--- config.mk ---
export PLATFORM = sky130hd
export DESIGN_NAME = hps_cell
export DESIGN_NICKNAME = d
export VERILOG_FILES = /design/src/hps_pkg.sv /design/src/hps_cell.sv
export SDC_FILE = /design/constraint.sdc
export NUM_CORES = 1
export LEC_CHECK = 0
export ABC_AREA = 1
export ABC_CLOCK_PERIOD_IN_PS = 3200
export BUFFER_PORTS_ARGS = -buffer_cell sky130_fd_sc_hd__buf_4
export CORE_MARGIN = 5
export CORE_UTILIZATION = 40
export DETAILED_ROUTE_END_ITERATION = 16
export PLACE_DENSITY = 0.69
export SLEW_MARGIN = 20
export SYNTH_ARGS = -nofsm -noshare
export SYNTH_HDL_FRONTEND = slang
export SYNTH_SLANG_ARGS = --single-unit
--- constraint.sdc ---
create_clock -name clk -period 3.2 [get_ports clk]
set_clock_uncertainty 0.2 [all_clocks]
set_input_delay 0.32 -clock clk [delete_from_list [all_inputs] [get_ports clk]]
set_output_delay 0.32 -clock clk [all_outputs]
set_load 0.02 [all_outputs]
--- src/hps_pkg.sv ---
// ============================================================================
// hps_pkg: shared types and constants for the heading PD steering block
// Field widths, register codes, CORDIC arctangent table and stage structs.
// ============================================================================
package hps_pkg;

  localparam int CORDIC_STEPS_DEF = 16;

  localparam int COORD_W = 16;
  localparam int GAIN_W  = 16;
  localparam int DB_W    = 15;
  localparam int MAXC_W  = 17;
  localparam int AMT_W   = 17;
  localparam int DIR_W   = 2;
  localparam int ERR_W   = 16;
  localparam int IDX_W   = 4;
  localparam int CFG_W   = 17;

  // CORDIC datapath: coordinates scaled by 256, angle in 1/65536 degree
  localparam int XY_W  = 28;
  localparam int Z_W   = 27;
  localparam int CUR_W = 17;   // heading remainder in 1/128 degree
  localparam int BRG_W = 18;   // bearing in 1/128 degree

  localparam logic signed [Z_W-1:0] Z_DEG180 = 27'sd11796480;

  localparam int DEG180 = 23040;
  localparam int DEG360 = 46080;

  // heading / 360 by reciprocal: q = (a * 23302) >> 23, exact for a <= 32768
  localparam int HDG_RECIP = 23302;
  localparam int HDG_SHIFT = 23;
  localparam int HDG_MOD   = 360;
  localparam int HDG_Q_W   = 7;

  typedef enum logic [DIR_W-1:0] {
    DIR_NONE  = 2'd0,
    DIR_RIGHT = 2'd1,
    DIR_LEFT  = 2'd2
  } dir_t;

  typedef enum logic [IDX_W-1:0] {
    REG_PROP_GAIN   = 4'd0,
    REG_DERIV_GAIN  = 4'd1,
    REG_DEADBAND    = 4'd2,
    REG_MAX_CONTROL = 4'd3
  } reg_idx_t;

  typedef struct packed {
    logic                   valid;
    logic                   zero;
    logic signed [XY_W-1:0] x;
    logic signed [XY_W-1:0] y;
    logic signed [Z_W-1:0]  z;
  } cordic_t;

  typedef struct packed {
    logic [GAIN_W-1:0] prop_gain;
    logic [GAIN_W-1:0] deriv_gain;
    logic [DB_W-1:0]   deadband;
    logic [MAXC_W-1:0] max_control;
  } regs_t;

  typedef struct packed {
    logic                    valid;
    logic [AMT_W-1:0]        turn_amount;
    dir_t                    turn_dir;
    logic signed [ERR_W-1:0] heading_error;
  } result_t;

  // atan(2^-i) in 1/65536 degree, rounded to nearest
  function automatic logic signed [Z_W-1:0] atan_lut(input int unsigned i);
    case (i)
      0:       return 27'sd2949120;
      1:       return 27'sd1740967;
      2:       return 27'sd919879;
      3:       return 27'sd466945;
      4:       return 27'sd234379;
      5:       return 27'sd117304;
      6:       return 27'sd58666;
      7:       return 27'sd29335;
      8:       return 27'sd14668;
      9:       return 27'sd7334;
      10:      return 27'sd3667;
      11:      return 27'sd1833;
      12:      return 27'sd917;
      13:      return 27'sd458;
      14:      return 27'sd229;
      15:      return 27'sd115;
      16:      return 27'sd57;
      17:      return 27'sd29;
      18:      return 27'sd14;
      19:      return 27'sd7;
      20:      return 27'sd4;
      21:      return 27'sd2;
      22:      return 27'sd1;
      default: return 27'sd0;
    endcase
  endfunction

endpackage

--- src/hps_cell.sv ---
// ============================================================================
// hps_cell: one CORDIC vectoring cell
// Rotates the held vector toward y = 0 by atan(2^-STAGE), registered output.
// ============================================================================
module hps_cell #(
  parameter int unsigned STAGE = 0
) (
  input  logic             clk,
  input  logic             rst,
  input  hps_pkg::cordic_t din,
  output hps_pkg::cordic_t dout
);
  import hps_pkg::*;

  localparam logic signed [Z_W-1:0] ANGLE = atan_lut(STAGE);

  logic signed [XY_W-1:0] xs;
  logic signed [XY_W-1:0] ys;
  logic signed [XY_W-1:0] x_next;
  logic signed [XY_W-1:0] y_next;
  logic signed [Z_W-1:0]  z_next;

  assign xs = din.x >>> STAGE;
  assign ys = din.y >>> STAGE;

  always_comb begin
    if (!din.y[XY_W-1]) begin
      x_next = din.x + ys;
      y_next = din.y - xs;
      z_next = din.z + ANGLE;
    end else begin
      x_next = din.x - ys;
      y_next = din.y + xs;
      z_next = din.z - ANGLE;
    end
  end

  always_ff @(posedge clk) begin
    if (rst) begin
      dout.valid <= 1'b0;
    end else begin
      dout.valid <= din.valid;
    end
  end

  always_ff @(posedge clk) begin
    dout.zero <= din.zero;
    dout.x    <= x_next;
    dout.y    <= y_next;
    dout.z    <= z_next;
  end

endmodule

==> flow_summary_export.csv, run 1 <==
group,metric,value,unit
setup_path,crit_fanout,4,
timing,setup-tns-final,0,ps
clock_tree,numCtsBuffers,9,
placement,placed_area,9810,µm²
final_layout,regArea,1680,µm²
final_layout,fin_area,10300,µm²
drt,met1_length,12900,µm
synth,yosysSeqAreaShare,20.0,%
clock_tree,cts_tree,"yes",
clock_tree,cts_setup_buffers,0,
synth,yosys.area.top_type,"nand2_1",
grt,grt_pass1_vias,8733,
floorplanning,row_count,53,
timing,setup_violations,0,
synth,yosys-top-cells-area,"nand2_1 (21%), dfxtp_1 (20%), ha_1 (13%), inv_1 (11%), nand3_1 (7.2%)",
drt,drtPass1Iterations,6,
setup_path,worst_path_most_repeated_cell,"nand2_1",
synth,synth_flop_cell,"dfxtp_1",
floorplanning,start_util,40.3,%
synth,async_flop_share,0,%
drt,drt_iter0_drc,909,
timing,period_needed,2300,ps
setup_path,crit_path_end_kind,"register",
final_layout,top_regs,"dout x84",
synth,synth_edf_count,0,
synth,synthesis.nets,1590,
timing,slew_headroom,66.3,%
final_layout,utilization,49.5,%
timing,period_share,72.0,%
grt,track_usage,23.5,%
drt,drtAntennaViolNets,0,
drt,vias,9479,
setup_path,worstPathArrival,2350,ps
final_layout,final_cells,1857,
clock_tree,cts-root-buf,"clkbuf_16",
timing,worst_slew_pin_slew,506,ps
setup_path,cp_cell_sequence,"buf_4 > ha_1 > inv_1 > fa_1 > inv_1 > nand2_1 > o21ai_2 > nand2_1 > nand2_1 > nand3_1 > nand3_1 > nand2_1 > nand3_1 > nand2_1",
drt,wl_per_cell,15.7,µm
synth,yosysWarnings,0,
clock_tree,h-tree-depth,3,
setup_path,critPathSlowestCell,"fa_1",
timing,fmax,434,MHz
setup_path,startpoint_type,"input pin",
final_layout,drive_above_1_share,14.0,%
placement,placed_cells,1822,
final_layout,regMostFlops,"dout",
placement,place_congestion,1.02,
final_layout,multi_input_area,5550,µm²
drt,post-route-drc-count,0,
grt,grt_antenna_before_repair,0,
clock_tree,cts_max_path_buffers,2,
power_and_ir_drop,power_density,413,nW/µm²
power_and_ir_drop,power_leakage,5.83,nW
floorplanning,die_area,24000,µm²
power_and_ir_drop,vdd_drop_max,0.282,mV
timing,hold_viol,0,
clock_tree,clock-sinks,84,
floorplanning,core-area,20800,µm²
synth,yosysTopAreaCellShare,20.8,%
setup_path,crit_type,"input pin to register",
synth,synth_area_per_cell,5.96,µm²
drt,avgViaCountPerCell,5.10,
floorplanning,die_width,155,µm
timing,rsz0062_at_grt,"false",
setup_path,cpPeakStageDelay,400,ps
placement,dp_hpwl,24100,µm
outcome,outcome,"complete, no violations",
drt,wl,29100,µm
final_layout,syn_to_final_growth,22.6,%
final_layout,fillCellCount,2173,
grt,grt_pass1_wl,45100,µm
timing,slew_violations,0,
drt,met3_length,2500,µm
placement,io_buffer_count,171,
synth,synth.distinct_cells,40,
grt,grt_overflow,0,
clock_tree,cts.clk_slew.worst_paths,70,ps
final_layout,diodes,0,
floorplanning,ios,172,
synth,netlist_area,8400,µm²
setup_path,cp_data_required_time,3250,ps
power_and_ir_drop,finalPower,4.26,mW
floorplanning,die_h,155,µm
worst_hold_path,worst_hold_path_type,"input pin to register",
final_layout,largest_reg_flops,84,
drt,met2_wirelength,13100,µm
run,drv_cap,0,
synth,syn_inst,1409,
final_layout,nets,1758,
drt,highest-signal-layer,"met4",
grt,grt_max_degree,44,
synth,synth_seq_cells,84,
## worst max-delay path, delay by kind of cell
| family | cells | cell delay (ps) |
|---|---|---|
| AO/OA/AOI/OAI | 1 | 250 |
| adder cells (fa/ha/maj) | 2 | 600 |
| buffers and inverters | 3 | 310 |
| AND/OR/NAND/NOR | 8 | 880 |
## kinds of logic after synthesis
| logic type | synth area share [%] |
|---|---|
| xor+xnor | 3.02 |
| buf+inv | 13.9 |
| fa+ha+maj | 14.4 |
| flops | 20.0 |
| mux | 0.238 |
| compound gates | 11.9 |
| simple gates | 36.5 |
## path summary, 6_finish.rpt
path	slack (ps)	to	start	depth (start not counted)
setup / recovery	900	dout[69]	din[27]	14
hold / removal	30	dout[84]	din[84]	3
## per-layer routing
layer  global-route usage, %  vias up
met1                    32.6     4246
met4                    6.52        0
met5                       0        -
li1                        -     4754
met3                    2.84       51
met2                    38.5      428
## Yosys cell counts, types with 5 or more instances
cell	n
xor2_1	25
a21oi_1	96
o21bai_1	15
nand2_1	465
dfxtp_1	84
inv_1	240
nand2_2	7
a31oi_1	7
o21ai_0	53
ha_1	90
nand3_2	5
buf_2	13
inv_2	6
nor2_1	88
nand4_1	29
nor2_2	7
buf_4	10
nand3_1	121
## what timing repair did
item | CTS | global route
endpoints found under the hold margin | 19 | 0
gates resized for setup | 0 | 0
hold buffers | 19 | 0
## placed cells by master (no fill, tap or decap), drive strengths merged, types with 2 or more instances in the layout
master / synthesis / layout
a21oi: 99 / 99
a31oi: 7 / 7
buf: 30 / 173
clkbuf: 5 / 9
clkinv: 2 / 4
dfxtp: 84 / 84
dlygate4sd3: 0 / 19
fa: 4 / 4
ha: 90 / 90
inv: 246 / 249
mux2i: 2 / 2
nand2: 472 / 472
nand3: 126 / 126
nand4: 29 / 29
nor2: 96 / 96
nor3: 5 / 5
o21a: 2 / 2
o21ai: 57 / 57
o21bai: 15 / 15
o22ai: 3 / 3
o31ai: 2 / 2
or2: 2 / 2
xnor2: 4 / 4
xor2: 25 / 25
## metrics by stage
step                      hold WS (ps)  worst slack, ps
after floorplan                    148             1000
after global placement             225              591
after detailed placement           226              575
after CTS                         32.0              939
after global routing              39.0              723
final                             34.6              897
## power by group
| part | internal [mW] | switching [mW] | total [mW] |
|---|---|---|---|
| Combinational | 0.677 | 1.20 | 1.88 |
| Clock | 0.616 | 0.486 | 1.10 |
| Sequential | 1.21 | 0.0598 | 1.27 |
| Total | 2.51 | 1.75 | 4.26 |
## final cells by class
class	count	share of cell area, %
flip-flops and latches	84	16.3
multi-input cells	1042	53.9
clock buffers	9	2.19
repair buffers	192	14.5
well taps	275	3.34
clock inverters	7	0.777
inverters	248	9.05
Note: power is estimated with default switching activity, not from simulation.
==> run 2: changes to the inputs <==
--- a/config.mk
+++ b/config.mk
@@ -6,12 +6,12 @@
 export NUM_CORES = 1
 export LEC_CHECK = 0
 export ABC_AREA = 1
-export ABC_CLOCK_PERIOD_IN_PS = 3200
+export ABC_CLOCK_PERIOD_IN_PS = 2100
 export BUFFER_PORTS_ARGS = -buffer_cell sky130_fd_sc_hd__buf_4
 export CORE_MARGIN = 5
 export CORE_UTILIZATION = 40
 export DETAILED_ROUTE_END_ITERATION = 16
-export PLACE_DENSITY = 0.69
+export PLACE_DENSITY = 0.72
 export SLEW_MARGIN = 20
 export SYNTH_ARGS = -nofsm -noshare
 export SYNTH_HDL_FRONTEND = slang
==> constraint.sdc (replaced) <==
create_clock -name clk -period 2.1 [get_ports clk]
set_clock_uncertainty 0.2 [all_clocks]
set_input_delay 0.21 -clock clk [delete_from_list [all_inputs] [get_ports clk]]
set_output_delay 0.21 -clock clk [all_outputs]
set_load 0.02 [all_outputs]
==> run 2 against run 1 <==
  * Worst setup slack got worse by 790 ps
  * Total power up 61%
  * Routed wire length grew 3.5%
  * First-iteration DRC count down 14%
  * Final cell count up 10%
  * Hold slack worse by 14 ps
  * Flip-flop and latch count did not move
  * Sequential power is 53% higher
  * Clock power grew 47%
  * Die area unchanged
  * Cell area grew 14%
==> flow_summary_export.csv, run 2 (synthesis results as in run 1) <==
group,metric,value,unit
clock_tree,cts.clk_slew.worst_paths,70,ps
final_layout,syn_to_final_growth,39.8,%
setup_path,critPathSlowestCell,"dlygate4sd3_1",
final_layout,diodes,0,
drt,drtPass1Iterations,5,
drt,wl_per_cell,14.7,µm
setup_path,crit_family,"buffers and inverters",
clock_tree,h-tree-depth,3,
drt,wl,30100,µm
timing,period_share,94.8,%
placement,dp_hpwl,25400,µm
grt,track_usage,24.6,%
grt,use_met3,3.28,%
floorplanning,die_h,155,µm
final_layout,multi_input_area,5580,µm²
floorplanning,start_util,40.3,%
placement,placed_cells,2005,
timing,period_needed,1990,ps
grt,top_usage_layer,"met2",
run,drv_cap,0,
setup_path,worst_path_most_repeated_cell,"nand2_1",
grt,grt_use_met1,33.3,%
final_layout,top_regs,"dout x84",
final_layout,mostFrequentLayoutCell,"nand2_1",
setup_path,crit_fanout,3,
final_layout,fillCellCount,2094,
grt,grt_pass1_wl,47600,µm
grt,grt_pass1_vias,9518,
timing,hold_viol,0,
timing,rsz0062_at_grt,"false",
drt,post-route-drc-count,0,
setup_path,cp_cell_sequence,"dlygate4sd3_1 > buf_4 > inv_1 > fa_2 > inv_2 > nand3_1 > nand2_2 > nand2_1 > nand2_1 > nand2_1 > nand2_1 > a21oi_1 > xnor2_1",
clock_tree,cts_max_path_buffers,2,
floorplanning,die_area,24000,µm²
grt,grt_antenna_before_repair,0,
outcome,outcome,"complete, no violations",
worst_hold_path,worst_hold_path_type,"input pin to register",
timing,slew_violations,0,
setup_path,worstPathArrival,2040,ps
drt,vias,10100,
drt,avgViaCountPerCell,4.96,
setup_path,crit_path_end_kind,"register",
placement,io_buffer_count,171,
timing,setup-tns-final,0,ps
timing,slew_headroom,55.5,%
setup_path,crit_type,"input pin to register",
worst_hold_path,hold_start,"din[56]",
final_layout,mostFrequentLayoutCells,"nand2_1 (464), buf_4 (355), inv_1 (239), nand3_1 (120), a21oi_1 (96)",
drt,drt_iter0_drc,781,
setup_path,cp_data_required_time,2150,ps
floorplanning,die_width,155,µm
grt,gr-usage-met2,40.4,%
setup_path,cp_num_buf_inv,4,
final_layout,final_cells,2044,
placement,place_congestion,0.991,
worst_hold_path,worstHoldEndpoint,"dout[28]",
floorplanning,core-area,20800,µm²
final_layout,nets,1945,
setup_path,startpoint_type,"input pin",
clock_tree,cts-root-buf,"clkbuf_16",
floorplanning,ios,172,
placement,placed_area,11200,µm²
setup_path,cpPeakStageDelay,530,ps
final_layout,regMostFlops,"dout",
final_layout,largest_reg_flops,84,
final_layout,regArea,1680,µm²
timing,worst_slew_pin_slew,668,ps
clock_tree,clock-sinks,84,
final_layout,fin_area,11700,µm²
timing,setup_violations,0,
drt,drtAntennaViolNets,0,
power_and_ir_drop,vdd_drop_max,0.388,mV
grt,grt_overflow,0,
power_and_ir_drop,power_density,584,nW/µm²
timing,fmax,502,MHz
worst_hold_path,holdPathStages,3,
power_and_ir_drop,power_leakage,6.72,nW
grt,grt_max_degree,54,
final_layout,drive_above_1_share,23.2,%
clock_tree,numCtsBuffers,9,
floorplanning,row_count,53,
clock_tree,cts_tree,"yes",
[run 2: metrics by stage]
| step | power (mW) | hold WS (ps) | util [%] | setup WS (ps) |
|---|---|---|---|---|
| final | 6.86 | 21.0 | 56.4 | 109 |
| after global routing | 7.28 | 25.9 | 56.4 | 1.01 |
| after CTS | 6.84 | 6.21 | 56.3 | 16.5 |
| after detailed placement | 5.19 | 116 | 53.7 | -229 |
| after global placement | 5.16 | 115 | 53.7 | -191 |
| after floorplan | 3.73 | 37.7 | - | 11.1 |
[run 2: timing repair]
action / in CTS / in global routing
setup endpoints to repair: 0 / 5
resized for setup: 0 / 8
endpoints found under the hold margin: 22 / 0
hold buffers: 23 / 0
setup buffers: 0 / 0
[run 2: area by class of cell]
cell class	count	area share [%]
Sequential cell	84	14.3
Tap cell	275	2.93
Inverter	248	7.94
Multi-Input combinational cell	1042	47.5
Clock inverter	6	0.458
Clock buffer	10	2.03
Timing Repair Buffer	379	24.8
[run 2: power by group]
group	switching, mW	internal [mW]	leakage, nW
registers	0.0912	1.85	0.709
clock network	0.760	0.856	0.142
logic	1.92	1.39	5.87
[run 2: how the worst max path moves through the flow]
stage	startpoint	to	slack, ps	cells past startpoint
after global placement	din[27]	dout[63]	-190	11
after CTS	din[16]	dout[24]	20	13
final	din[16]	dout[24]	110	13
after detailed placement	din[27]	dout[63]	-230	13
after global routing	din[45]	dout[51]	1	14
after floorplan	din[54]	dout[23]	10	13
[run 2: routing by layer]
layer  vias to the layer above  routed length [µm]
li1                       5123                   -
met1                      4580               13300
met2                       394               13700
met3                        43                2280
met4                         0                 848
met5                         -                   0
